===== src/sv/gnsl_pkg.sv =====
// Shared types and constants for the gauge needle slew limiter.
package gnsl_pkg;

  localparam int unsigned ANGLE_W     = 16;
  localparam int unsigned CFG_ANGLE_W = 10;
  localparam int unsigned VALUE_W     = 16;
  localparam int unsigned COUNT_W     = 8;
  localparam int unsigned DIFF_W      = 17;  // difference of two 16-bit values
  localparam int unsigned SPAN_W      = 11;  // difference of two 10-bit angles
  localparam int unsigned PROD_W      = DIFF_W + SPAN_W;
  localparam int unsigned NUM_W       = 26;  // |product| < 2^26 for all inputs
  localparam int unsigned DEN_W       = 16;  // |denominator| <= 65535
  localparam int unsigned DIV_CNT_W   = $clog2(NUM_W + 1);
  localparam int unsigned CFG_ADDR_W  = 4;

  localparam logic signed [ANGLE_W-1:0] ANGLE_CEILING = 16'sd359;
  localparam int unsigned               PERCENT_FULL  = 100;
  localparam logic [COUNT_W-1:0]        COUNT_MAX     = 8'hFF;

  typedef enum logic [1:0] {
    KIND_TICK    = 2'd0,
    KIND_VALUE   = 2'd1,
    KIND_PERCENT = 2'd2,
    KIND_ANGLE   = 2'd3
  } kind_e;

  typedef enum logic [1:0] {
    REG_MIN_ANGLE = 2'd0,
    REG_MAX_ANGLE = 2'd1,
    REG_MIN_VALUE = 2'd2,
    REG_MAX_VALUE = 2'd3
  } reg_idx_e;

  typedef struct packed {
    logic             start;
    logic [NUM_W-1:0] dividend;
    logic [DEN_W-1:0] divisor;
  } div_req_t;

  typedef struct packed {
    logic             done;
    logic [NUM_W-1:0] quotient;
  } div_rsp_t;

endpackage


===== src/sv/gnsl_div.sv =====
// Iterative restoring divider, one quotient bit per cycle.
module gnsl_div
  import gnsl_pkg::*;
(
  input  logic     clk_i,
  input  logic     rst_ni,
  input  div_req_t req_i,
  output div_rsp_t rsp_o
);

  logic                 busy_q, busy_d;
  logic                 done_q, done_d;
  logic [DIV_CNT_W-1:0] cnt_q, cnt_d;
  logic [DEN_W-1:0]     rem_q, rem_d;
  logic [NUM_W-1:0]     quo_q, quo_d;
  logic [DEN_W-1:0]     den_q, den_d;

  logic [DEN_W:0]       rem_sh;
  logic [DEN_W+1:0]     diff;
  logic                 fit;

  // shared compare/subtract unit
  always_comb begin
    rem_sh = {rem_q, quo_q[NUM_W-1]};
    diff   = {1'b0, rem_sh} - {2'b00, den_q};
    fit    = ~diff[DEN_W+1];
  end

  always_comb begin
    busy_d = busy_q;
    done_d = 1'b0;
    cnt_d  = cnt_q;
    rem_d  = rem_q;
    quo_d  = quo_q;
    den_d  = den_q;
    if (req_i.start) begin
      busy_d = 1'b1;
      cnt_d  = DIV_CNT_W'(NUM_W);
      rem_d  = '0;
      quo_d  = req_i.dividend;
      den_d  = req_i.divisor;
    end else if (busy_q) begin
      rem_d = fit ? diff[DEN_W-1:0] : rem_sh[DEN_W-1:0];
      quo_d = {quo_q[NUM_W-2:0], fit};
      cnt_d = cnt_q - DIV_CNT_W'(1);
      if (cnt_q == DIV_CNT_W'(1)) begin
        busy_d = 1'b0;
        done_d = 1'b1;
      end
    end
  end

  always_ff @(posedge clk_i or negedge rst_ni) begin
    if (!rst_ni) begin
      busy_q <= 1'b0;
      done_q <= 1'b0;
      cnt_q  <= '0;
      rem_q  <= '0;
      quo_q  <= '0;
      den_q  <= '0;
    end else begin
      busy_q <= busy_d;
      done_q <= done_d;
      cnt_q  <= cnt_d;
      rem_q  <= rem_d;
      quo_q  <= quo_d;
      den_q  <= den_d;
    end
  end

  assign rsp_o.done     = done_q;
  assign rsp_o.quotient = quo_q;

endmodule


===== src/sv/gauge_needle_slew_limiter.sv =====
// Gauge needle positioner: range map to a target angle, slew-limited stepping.
//
// Input channel (in_valid_i / in_stall_o, kind_i, operand_i): one item per
// transfer. A tick (one per millisecond) may move the needle one step of
// STEP_DEGREES toward the target once more than STEP_INTERVAL_MS ticks have
// passed since the last step. Set angle, set percent and set value commands
// load a new target, clamped above at 359 degrees.
// Output channel (out_valid_o / out_stall_i): one transfer per input item with
// the needle angle after the item, an adjusting flag and a stepped flag.
// Ticks, set angle and set value on an empty value range go from the accepting
// edge through ST_EMIT into the output register. Set value and set percent go
// through ST_MUL (multiply), ST_START (divider load), ST_DIV (divider
// iterations, one quotient bit per cycle, then quotient load) and ST_EMIT
// (output load). One item is in work at a time; in_stall_o is high from the
// accepting edge until the result is loaded.
// The result sits in an output register, so a new item is taken while the
// previous result waits; a held result stalls only the final load.
// Reset (rst_ni, asynchronous, active low) puts needle, target and the tick
// counter at zero and the range registers at their defaults (angles 0..359,
// values 0..0). The user must write the registers over the APB port only while idle; the block does not enforce it.
module gauge_needle_slew_limiter
  import gnsl_pkg::*;
#(
  parameter int unsigned STEP_INTERVAL_MS = 5,
  parameter int unsigned STEP_DEGREES     = 1
) (
  input  logic                        clk_i,
  input  logic                        rst_ni,
  // input channel
  input  logic                        in_valid_i,
  output logic                        in_stall_o,
  input  logic [1:0]                  kind_i,
  input  logic signed [VALUE_W-1:0]   operand_i,
  // output channel
  output logic                        out_valid_o,
  input  logic                        out_stall_i,
  output logic signed [ANGLE_W-1:0]   needle_angle_o,
  output logic                        adjusting_o,
  output logic                        stepped_o,
  // configuration port
  input  logic                        psel,
  input  logic                        penable,
  input  logic                        pwrite,
  input  logic [CFG_ADDR_W-1:0]       paddr,
  input  logic [31:0]                 pwdata,
  output logic [31:0]                 prdata,
  output logic                        pready
);

  typedef enum logic [2:0] {
    ST_IDLE,
    ST_MUL,
    ST_START,
    ST_DIV,
    ST_EMIT
  } state_e;

  function automatic logic signed [ANGLE_W-1:0] clamp_angle(
    input logic signed [ANGLE_W-1:0] a
  );
    return (a > ANGLE_CEILING) ? ANGLE_CEILING : a;
  endfunction

  state_e state_q, state_d;

  // range registers
  logic signed [CFG_ANGLE_W-1:0] min_angle_q, min_angle_d;
  logic signed [CFG_ANGLE_W-1:0] max_angle_q, max_angle_d;
  logic signed [VALUE_W-1:0]     min_value_q, min_value_d;
  logic signed [VALUE_W-1:0]     max_value_q, max_value_d;

  // needle state
  logic signed [ANGLE_W-1:0]     cur_q, cur_d;
  logic signed [ANGLE_W-1:0]     tgt_q, tgt_d;
  logic [COUNT_W-1:0]            ms_q, ms_d;
  logic                          stepped_q, stepped_d;

  // range map operands
  logic signed [DIFF_W-1:0]      numa_q, numa_d;
  logic signed [DIFF_W-1:0]      den_q, den_d;
  logic signed [SPAN_W-1:0]      span_q, span_d;
  logic signed [PROD_W-1:0]      prod_q, prod_d;

  // output register
  logic                          out_valid_q, out_valid_d;
  logic signed [ANGLE_W-1:0]     out_angle_q, out_angle_d;
  logic                          out_adj_q, out_adj_d;
  logic                          out_step_q, out_step_d;

  div_req_t                      div_req;
  div_rsp_t                      div_rsp;

  logic                          in_xfer;
  logic                          cfg_wr;
  kind_e                         kind;
  logic [COUNT_W-1:0]            ms_inc;
  logic                          do_step;
  logic signed [ANGLE_W:0]       cur_x, tgt_x, up, dn;
  logic signed [ANGLE_W-1:0]     step_angle;
  logic signed [ANGLE_W-1:0]     base_angle;
  logic signed [DIFF_W-1:0]      x_val, den_val;
  logic [PROD_W-1:0]             prod_mag;
  logic [DIFF_W-1:0]             den_mag;
  logic                          q_neg;
  logic signed [ANGLE_W-1:0]     q_lo, q_signed;
  logic                          out_free;

  assign in_stall_o = (state_q != ST_IDLE);
  assign in_xfer    = in_valid_i && !in_stall_o;
  assign kind       = kind_e'(kind_i);
  assign cfg_wr     = psel && penable && pwrite && pready;
  assign pready     = 1'b1;

  // register readback, sign extended
  always_comb begin
    case (reg_idx_e'(paddr[3:2]))
      REG_MIN_ANGLE: prdata = {{(32-CFG_ANGLE_W){min_angle_q[CFG_ANGLE_W-1]}}, min_angle_q};
      REG_MAX_ANGLE: prdata = {{(32-CFG_ANGLE_W){max_angle_q[CFG_ANGLE_W-1]}}, max_angle_q};
      REG_MIN_VALUE: prdata = {{(32-VALUE_W){min_value_q[VALUE_W-1]}}, min_value_q};
      REG_MAX_VALUE: prdata = {{(32-VALUE_W){max_value_q[VALUE_W-1]}}, max_value_q};
      default:       prdata = '0;
    endcase
  end

  // tick: saturating ms counter and one clamped step toward the target
  always_comb begin
    ms_inc  = (ms_q != COUNT_MAX) ? ms_q + COUNT_W'(1) : ms_q;
    do_step = (cur_q != tgt_q) && (ms_inc > COUNT_W'(STEP_INTERVAL_MS));
    cur_x   = $signed({cur_q[ANGLE_W-1], cur_q});
    tgt_x   = $signed({tgt_q[ANGLE_W-1], tgt_q});
    up      = cur_x + $signed((ANGLE_W+1)'(STEP_DEGREES));
    dn      = cur_x - $signed((ANGLE_W+1)'(STEP_DEGREES));
    if (cur_q < tgt_q) begin
      step_angle = (up >= tgt_x) ? tgt_q : up[ANGLE_W-1:0];
    end else begin
      step_angle = (dn <= tgt_x) ? tgt_q : dn[ANGLE_W-1:0];
    end
  end

  // range map setup
  always_comb begin
    base_angle = ANGLE_W'(min_angle_q);
    if (kind == KIND_VALUE) begin
      x_val   = DIFF_W'(operand_i) - DIFF_W'(min_value_q);
      den_val = DIFF_W'(max_value_q) - DIFF_W'(min_value_q);
    end else begin
      x_val   = $signed({{(DIFF_W-8){1'b0}}, operand_i[7:0]});
      den_val = $signed(DIFF_W'(PERCENT_FULL));
    end
  end

  // sign and magnitude for the divider; quotient truncates toward zero
  always_comb begin
    prod_mag = prod_q[PROD_W-1] ? PROD_W'(-prod_q) : PROD_W'(prod_q);
    den_mag  = den_q[DIFF_W-1]  ? DIFF_W'(-den_q)  : DIFF_W'(den_q);
    q_neg    = prod_q[PROD_W-1] ^ den_q[DIFF_W-1];
    q_lo     = $signed(div_rsp.quotient[ANGLE_W-1:0]);
    q_signed = q_neg ? -q_lo : q_lo;
  end

  always_comb begin
    div_req.start    = (state_q == ST_START);
    div_req.dividend = prod_mag[NUM_W-1:0];
    div_req.divisor  = den_mag[DEN_W-1:0];
  end

  gnsl_div u_div (
    .clk_i  (clk_i),
    .rst_ni (rst_ni),
    .req_i  (div_req),
    .rsp_o  (div_rsp)
  );

  assign out_free = !out_valid_q || !out_stall_i;

  always_comb begin
    state_d     = state_q;
    min_angle_d = min_angle_q;
    max_angle_d = max_angle_q;
    min_value_d = min_value_q;
    max_value_d = max_value_q;
    cur_d       = cur_q;
    tgt_d       = tgt_q;
    ms_d        = ms_q;
    stepped_d   = stepped_q;
    numa_d      = numa_q;
    den_d       = den_q;
    span_d      = span_q;
    prod_d      = prod_q;
    out_valid_d = out_valid_q && out_stall_i;
    out_angle_d = out_angle_q;
    out_adj_d   = out_adj_q;
    out_step_d  = out_step_q;

    if (cfg_wr) begin
      case (reg_idx_e'(paddr[3:2]))
        REG_MIN_ANGLE: min_angle_d = pwdata[CFG_ANGLE_W-1:0];
        REG_MAX_ANGLE: max_angle_d = pwdata[CFG_ANGLE_W-1:0];
        REG_MIN_VALUE: min_value_d = pwdata[VALUE_W-1:0];
        REG_MAX_VALUE: max_value_d = pwdata[VALUE_W-1:0];
        default: ;
      endcase
    end

    case (state_q)
      ST_IDLE: begin
        if (in_xfer) begin
          stepped_d = 1'b0;
          state_d   = ST_EMIT;
          case (kind)
            KIND_TICK: begin
              if (do_step) begin
                cur_d     = step_angle;
                ms_d      = '0;
                stepped_d = 1'b1;
              end else begin
                ms_d = ms_inc;
              end
            end
            KIND_ANGLE: begin
              tgt_d = clamp_angle(operand_i);
            end
            default: begin
              numa_d = x_val;
              den_d  = den_val;
              span_d = SPAN_W'(max_angle_q) - SPAN_W'(min_angle_q);
              if (den_val == '0) begin
                tgt_d = clamp_angle(base_angle);
              end else begin
                state_d = ST_MUL;
              end
            end
          endcase
        end
      end
      ST_MUL: begin
        prod_d  = PROD_W'(numa_q) * PROD_W'(span_q);
        state_d = ST_START;
      end
      ST_START: begin
        state_d = ST_DIV;
      end
      ST_DIV: begin
        if (div_rsp.done) begin
          // only the low 16 bits survive the wrap
          tgt_d   = clamp_angle(q_signed + base_angle);
          state_d = ST_EMIT;
        end
      end
      ST_EMIT: begin
        if (out_free) begin
          out_valid_d = 1'b1;
          out_angle_d = cur_q;
          out_adj_d   = (cur_q != tgt_q);
          out_step_d  = stepped_q;
          state_d     = ST_IDLE;
        end
      end
      default: state_d = ST_IDLE;
    endcase
  end

  always_ff @(posedge clk_i or negedge rst_ni) begin
    if (!rst_ni) begin
      state_q     <= ST_IDLE;
      min_angle_q <= '0;
      max_angle_q <= CFG_ANGLE_W'(ANGLE_CEILING);
      min_value_q <= '0;
      max_value_q <= '0;
      cur_q       <= '0;
      tgt_q       <= '0;
      ms_q        <= '0;
      stepped_q   <= 1'b0;
      numa_q      <= '0;
      den_q       <= '0;
      span_q      <= '0;
      prod_q      <= '0;
      out_valid_q <= 1'b0;
      out_angle_q <= '0;
      out_adj_q   <= 1'b0;
      out_step_q  <= 1'b0;
    end else begin
      state_q     <= state_d;
      min_angle_q <= min_angle_d;
      max_angle_q <= max_angle_d;
      min_value_q <= min_value_d;
      max_value_q <= max_value_d;
      cur_q       <= cur_d;
      tgt_q       <= tgt_d;
      ms_q        <= ms_d;
      stepped_q   <= stepped_d;
      numa_q      <= numa_d;
      den_q       <= den_d;
      span_q      <= span_d;
      prod_q      <= prod_d;
      out_valid_q <= out_valid_d;
      out_angle_q <= out_angle_d;
      out_adj_q   <= out_adj_d;
      out_step_q  <= out_step_d;
    end
  end

  assign out_valid_o    = out_valid_q;
  assign needle_angle_o = out_angle_q;
  assign adjusting_o    = out_adj_q;
  assign stepped_o      = out_step_q;

endmodule


===== config.mk =====
export PLATFORM = sky130hd
export DESIGN_NAME = gauge_needle_slew_limiter
export DESIGN_NICKNAME = d
export VERILOG_FILES = /design/src/sv/gnsl_pkg.sv /design/src/sv/gnsl_div.sv /design/src/sv/gauge_needle_slew_limiter.sv
export SDC_FILE = /design/constraint.sdc
export NUM_CORES = 1
export LEC_CHECK = 0
export ABC_CLOCK_PERIOD_IN_PS = 6550
export BUFFER_PORTS_ARGS = -buffer_cell sky130_fd_sc_hd__buf_2
export CAP_MARGIN = 20
export CORE_ASPECT_RATIO = 0.6
export CORE_MARGIN = 2
export CORE_UTILIZATION = 30
export DETAILED_ROUTE_END_ITERATION = 10
export PLACE_DENSITY_LB_ADDON = 0.05
export SKIP_CTS_REPAIR_TIMING = 1
export SYNTH_ARGS = -nofsm -noshare
export SYNTH_HDL_FRONTEND = slang
export SYNTH_SLANG_ARGS = --single-unit

===== constraint.sdc =====
create_clock -name clk_i -period 6.55 [get_ports clk_i]
set_input_delay 1.31 -clock clk_i [delete_from_list [all_inputs] [get_ports clk_i]]
set_output_delay 1.31 -clock clk_i [all_outputs]
set_load 0.005 [all_outputs]

; ---- Yosys cells after proc, flatten, opt, wreduce, memory -nomap -nowiden
; Index checks and enable logic that the tools add are counted.
[totals]
reg_bits = 253
latchBits = 0
mem_count = 0
ramBits = 0
word_cells = 133
rom_bits = 0
inputBits = 61
[op_classes]
mul = 1
div_mod_pow = 0
n_addsub = 12
eq_ne = 17
bitwise = 3
n_mux = 42
magnitude_cmp = 7
n_reduce_logical = 28
shift = 0
[op_table]
columns = op, n
row1 = two-way mux 16 bit, 14
row2 = case mux 32 bit (4 select lines), 1
row3 = two-way mux 26 bit, 3
row4 = case mux 16 bit (2 select lines), 2
row5 = two-way mux 17 bit, 2
row6 = subtractor 16 x 16 -> 17 bit, 2
row7 = greater-than comparator 16 x 10 -> 1 bit (second input constant), 2
row8 = negator 16 bit, 2
row9 = multiplier 17 x 11 -> 28 bit, 1
row10 = negator 26 bit, 1
row11 = subtractor 17 x 16 -> 18 bit, 1
row12 = adder 16 x 2 -> 17 bit (second input constant), 1
row13 = >= comparator 17 x 16 -> 1 bit, 1
row14 = <= comparator 17 x 16 -> 1 bit, 1
row15 = zero test 17 bit, 1
row16 = subtractor 16 x 2 -> 17 bit (second input constant), 1
row17 = adder 16 x 10 -> 16 bit, 1
row18 = less-than comparator 16 bit, 1
row19 = two-way mux 8 bit, 2
row20 = != test 16 bit, 1
row21 = two-way mux 3 bit, 5
row22 = case mux 3 bit (5 select lines), 1
row23 = AND reduction 2 bit, 6
row24 = subtractor 10 x 10 -> 11 bit, 1
row25 = other kinds (29), 56

; ---- Logic depth before layout (Yosys ltp)
[depth]
word_depth = 7
depth_mapped = 23
ltp_nobuf = 21

; ---- Cells and area by module
; A second synthesis with hierarchy kept.
[hier_totals]
hier_cells = 2800
hier_area_um2 = 24707.4
[by_module_without_submodules]
columns = mod, seq_area_each_um2, n_inst, cells_each, area_per_inst_um2
row1 = gauge_needle_slew_limiter, 4687.0, 1, 2400, 21040.2
row2 = gnsl_div, 1626.6, 1, 400, 3667.3

; ---- Least setup slack after synthesis
; OpenSTA, ideal clock, no wires.
[synth_path]
kind = reg-to-reg
from = reg span_q[7]
to = reg prod_q[27]
synth_period_minus_slack_ns = 5.710
stages_incl_launch_ff = 21
t_arrival_ns = 5.639
setup_slack_ns = 0.840
required_ns = 6.480
path_cell_list = dfrtp_1 > clkbuf_1 > clkbuf_1 > nand2_1 > fa_1 > inv_1 > fa_1 > fa_1 > fa_1 > inv_1 > fa_1 > inv_1 > ha_1 > and2_1 > a221oi_1 > a21oi_1 > o21ai_0 > o311a_1 > nor3_1 > or3_1 > nand3_1
[synth_between]
elab_chain_len = 1
[synth_rtl]
columns = element, line
row1 = start: declaration, gauge_needle_slew_limiter.sv:81  ; logic signed [SPAN_W-1:0] span_q, span_d;
row2 = start signal: assignment, gauge_needle_slew_limiter.sv:294  ; span_q <= span_d;
row3 = multiplier 17 x 11 -> 28 bit, gauge_needle_slew_limiter.sv:237  ; prod_d = PROD_W'(numa_q) * PROD_W'(span_q);
row4 = end signal: assignment, gauge_needle_slew_limiter.sv:295  ; prod_q <= prod_d;
row5 = end: declaration, gauge_needle_slew_limiter.sv:82  ; logic signed [PROD_W-1:0] prod_q, prod_d;
; Every way passes these cells.
; A chain may end at the register's enable or synchronous reset.

; ---- Final worst setup path
[layout_path]
from = reg span_q[4]
to = reg prod_q[27]
; The elaborated chain is that of the path after synthesis.

==> results.json <==
{
  "status": "finished, final reports clean",
  "nFillCells": 8524,
  "cell_internal_pwr_mw": 6.687,
  "drcViolationCount": 0,
  "startpoint_type": "flip-flop",
  "core_sq_um": 81080,
  "cts.reportedPaths.clkPinSlew_ps": 60,
  "syn_area_sq_um": 24460,
  "reg2regPathDepth": 20,
  "ys_seq_area_share_pct": 25.81,
  "critical_path_required_ps": 7010,
  "ir_drop_mv": 0.2874,
  "register_area_sq_um": 6316,
  "synthArstFlopShare_pct": 100.0,
  "synth_seq_cells": 252,
  "grtUsageTotal_pct": 19.37,
  "area_growth_syn_to_layout_pct": 11.08,
  "place_hpwl_mm": 65.41,
  "cts_buffers": 31,
  "mostFrequentLayoutCells": "nand2_1 (345), inv_1 (334), dfrtp_1 (244), o21ai_0 (211), ha_1 (193)",
  "power_frac_seq_pct": 20.3,
  "rsz0062_at_grt": "no",
  "port_buffers": 94,
  "ios": 114,
  "fp-row-count": 81,
  "cts.sinks": 252,
  "max_freq_mhz": 162.5,
  "swShare_pct": 51.16,
  "start_util_pct": 30.17,
  "place.gp.congestion": 0.8786,
  "synth_edf_count": 0,
  "viasPerCell": 5.059,
  "final.setup.tns_ps": 0,
  "antenna_found_initial": 3,
  "leakage_nw": 12.44,
  "layout.cells.non_filler": 3930,
  "wl_per_cell_um": 20.65,
  "combPwrFrac_pct": 65.8,
  "drive_gt1_share_pct": 10.07,
  "hold-path-cell-count": 2,
  "finClkSkew_ps": 25.95,
  "synth_ff_type": "dfrtp_1",
  "grt_start_max_net_pins": 109,
  "die_w_um": 372.7,
  "cts_tree": "yes",
  "syn_nets": 3223,
  "die-area_sq_um": 83920,
  "maxSlewViolCount": 0,
  "ant_nets": 0,
  "cts-root-buf": "clkbuf_16",
  "cp_top_family": "adder cells",
  "grt_first_pass_wirelength_mm": 124.3,
  "slowest_stage": "dfrtp_1",
  "dp_cells": 3872,
  "fin_crit_sh_pct": 93.93,
  "crit_path_max_incr_delay_ps": 700,
  "drt_iter0_drc": 1568,
  "critical_path_arrival_ps": 6610,
  "cp_max_fo": 12,
  "finalHoldViolations": 0,
  "syn_avg_cell_area_sq_um": 8.759,
  "setup_violations": 0,
  "htree_num_levels": 1,
  "multiInputGateArea_sq_um": 16300,
  "finalWorstPathRequiredPeriod_ps": 6153,
  "drt-total-wl_mm": 81.14,
  "num_vias": 19880,
  "holdCritPathClass": "flip-flop to flip-flop",
  "crit_buf_inv": 4,
  "dieHeight_um": 225.2,
  "grt-ovfl-total": 0,
  "path_common_cell": "fa_1",
  "grt_pass1_vias": 19150,
  "worst-path-stages": 20,
  "clockPowerShare_pct": 13.8,
  "yosys_warnings": 0,
  "firstDrtPassIters": 8,
  "power.switching_mw": 7.005,
  "cellPowerDensity_nw_per_um2": 503.8,
  "nets": 3257,
  "syn-instance-count": 2793,
  "crit_chain": "nand2_1, fa_1, fa_1, fa_1, inv_1, fa_1, inv_1, fa_1, inv_1, ha_1, nand3_1, o22ai_1, nand3_1, a21oi_1, o21ai_0, buf_4, o311a_1, nor3_1, or3_1, nand3_1",
  "critPathCaptureType": "flip-flop",
  "tightest_slew_ps": 869.3,
  "yosysUniqueCellTypes": 82,
  "criticalPathCategory": "flip-flop to flip-flop",
  "slew_headroom_pct": 42.05,
  "drv_cap": 0,
  "mostFrequentLayoutCell": "nand2_1",
  "clk-insertion-delay-late_ps": 610,
  "clock_tree.buffer_depth": 3
}
[cell usage after synthesis (all sizes together) (6+ instances only)]
master	count	area, sq um
nand2	345	1295
inv	334	1254
dfrtp	246	6156
o21ai	213	1066
ha	193	2415
fa	176	3523
nor2	130	488.0
clkbuf	116	437.9
a21oi	110	550.5
xnor2	96	840.8
and2	92	575.6
nand3	67	335.3
mux2i	66	660.6
nor3	54	270.3
xor2	51	446.7
mux2	43	484.2
a31oi	40	265.3
or3	34	214.0
a21o	30	225.2
nor2b	28	175.2
buf	26	172.7
nand2b	23	143.9
o31ai	22	165.2
o21a	20	150.1
o221ai	20	175.2
a211oi	18	140.1
and3	14	87.58
nand4	14	87.58
or2	13	81.33
o41ai	12	105.1
nor4	10	68.81
mux4	9	202.7
a2111oi	8	107.6
o21bai	8	60.06
o22ai	8	50.05
a21boi	7	52.55
o211ai	7	52.55
or4	7	52.55
a211o	6	52.55
a31o	6	52.55
dfstp	6	157.7
[worst paths after layout]
kind | startpoint | endpoint | slack (ps)
max | span_q[4] | prod_q[27] | 400
min | u_div.den_q[10] | u_div.den_q[10] | 480
max reg2reg | span_q[4] | prod_q[27] | 400
min reg2reg | u_div.den_q[10] | u_div.den_q[10] | 480
max in group asynchronous | rst_ni | max_angle_q[3] | 4450
min in group asynchronous | rst_ni | u_div.rem_q[10] | 680
[power by group through the flow]
stage / registers [mW] / clock network (mW) / logic, mW
floorplan: 2.35 / 0 / 6.56
global placement: 2.78 / 0 / 8.92
detailed placement: 2.80 / 0 / 8.98
CTS: 2.77 / 1.96 / 9.04
global route: 2.86 / 2.02 / 10.2
finish: 2.78 / 1.89 / 9.01
[sequential cells by signal, indices dropped and copies added (netlist names), 3 cells and up]
name            cells
span_q             11
tgt_q              16
max_angle_q        10
u_div.cnt_q         5
ms_q                8
needle_angle_o     16
u_div.quo_q        26
cur_q              16
u_div.den_q        16
prod_q             27
min_angle_q        10
state_q             3
max_value_q        16
u_div.rem_q        16
den_q              17
numa_q             17
min_value_q        16
[layout make-up]
type	count	area share, %
Antenna cell	1	0.009208
Clock buffer	45	3.379
Clock inverter	11	0.6169
Inverter	336	4.641
Multi-Input combinational cell	2063	59.97
Sequential cell	252	23.24
Tap cell	1079	4.968
Timing Repair Buffer	143	3.172
[kinds of logic (layout without fill, tap and decap cells)]
kind of cell	Yosys count	in the layout	synth area share (%)
adders and majority gates	369	369	24.27
buffers and inverters	478	535	7.651
other	1	2	0.01533
xor gates and xnor gates	147	147	5.263
and+or+nand+nor	847	847	16.38
AOI/OAI and AO/OA	581	581	15.11
muxes	118	118	5.508
DFF	252	252	25.81
[through the flow]
| stage | total power, mW | utilization [%] | worst slack (ps) | hold WS (ps) | area, sq um |
|---|---|---|---|---|---|
| finish | 13.69 | 33.52 | 397.5 | 478.8 | 27180 |
| floorplan | 8.918 | - | 840.3 | 443.1 | 24460 |
| global placement | 11.71 | 32.14 | 395.9 | 463.6 | 26060 |
| CTS | 13.77 | 33.51 | 408.3 | 485.0 | 27170 |
| detailed placement | 11.77 | 32.17 | 430.2 | 469.2 | 26080 |
| global route | 15.04 | 33.52 | 50.87 | 504.1 | 27170 |
[metal layers]
metal	track usage, %	vias to the layer above	routed length [um]
met3	2.808	40	4541
li1	-	9518	-
met2	23.68	478	28170
met4	1.862	0	702
met1	34.40	9844	47730
met5	0	-	0
[worst min-delay path, delay by kind of cell, from the launching register on]
kind	cells	cell delay, ps
compound gates	1	60
flops	1	340
simple gates	1	50
Power figures use the tool's default switching activity.
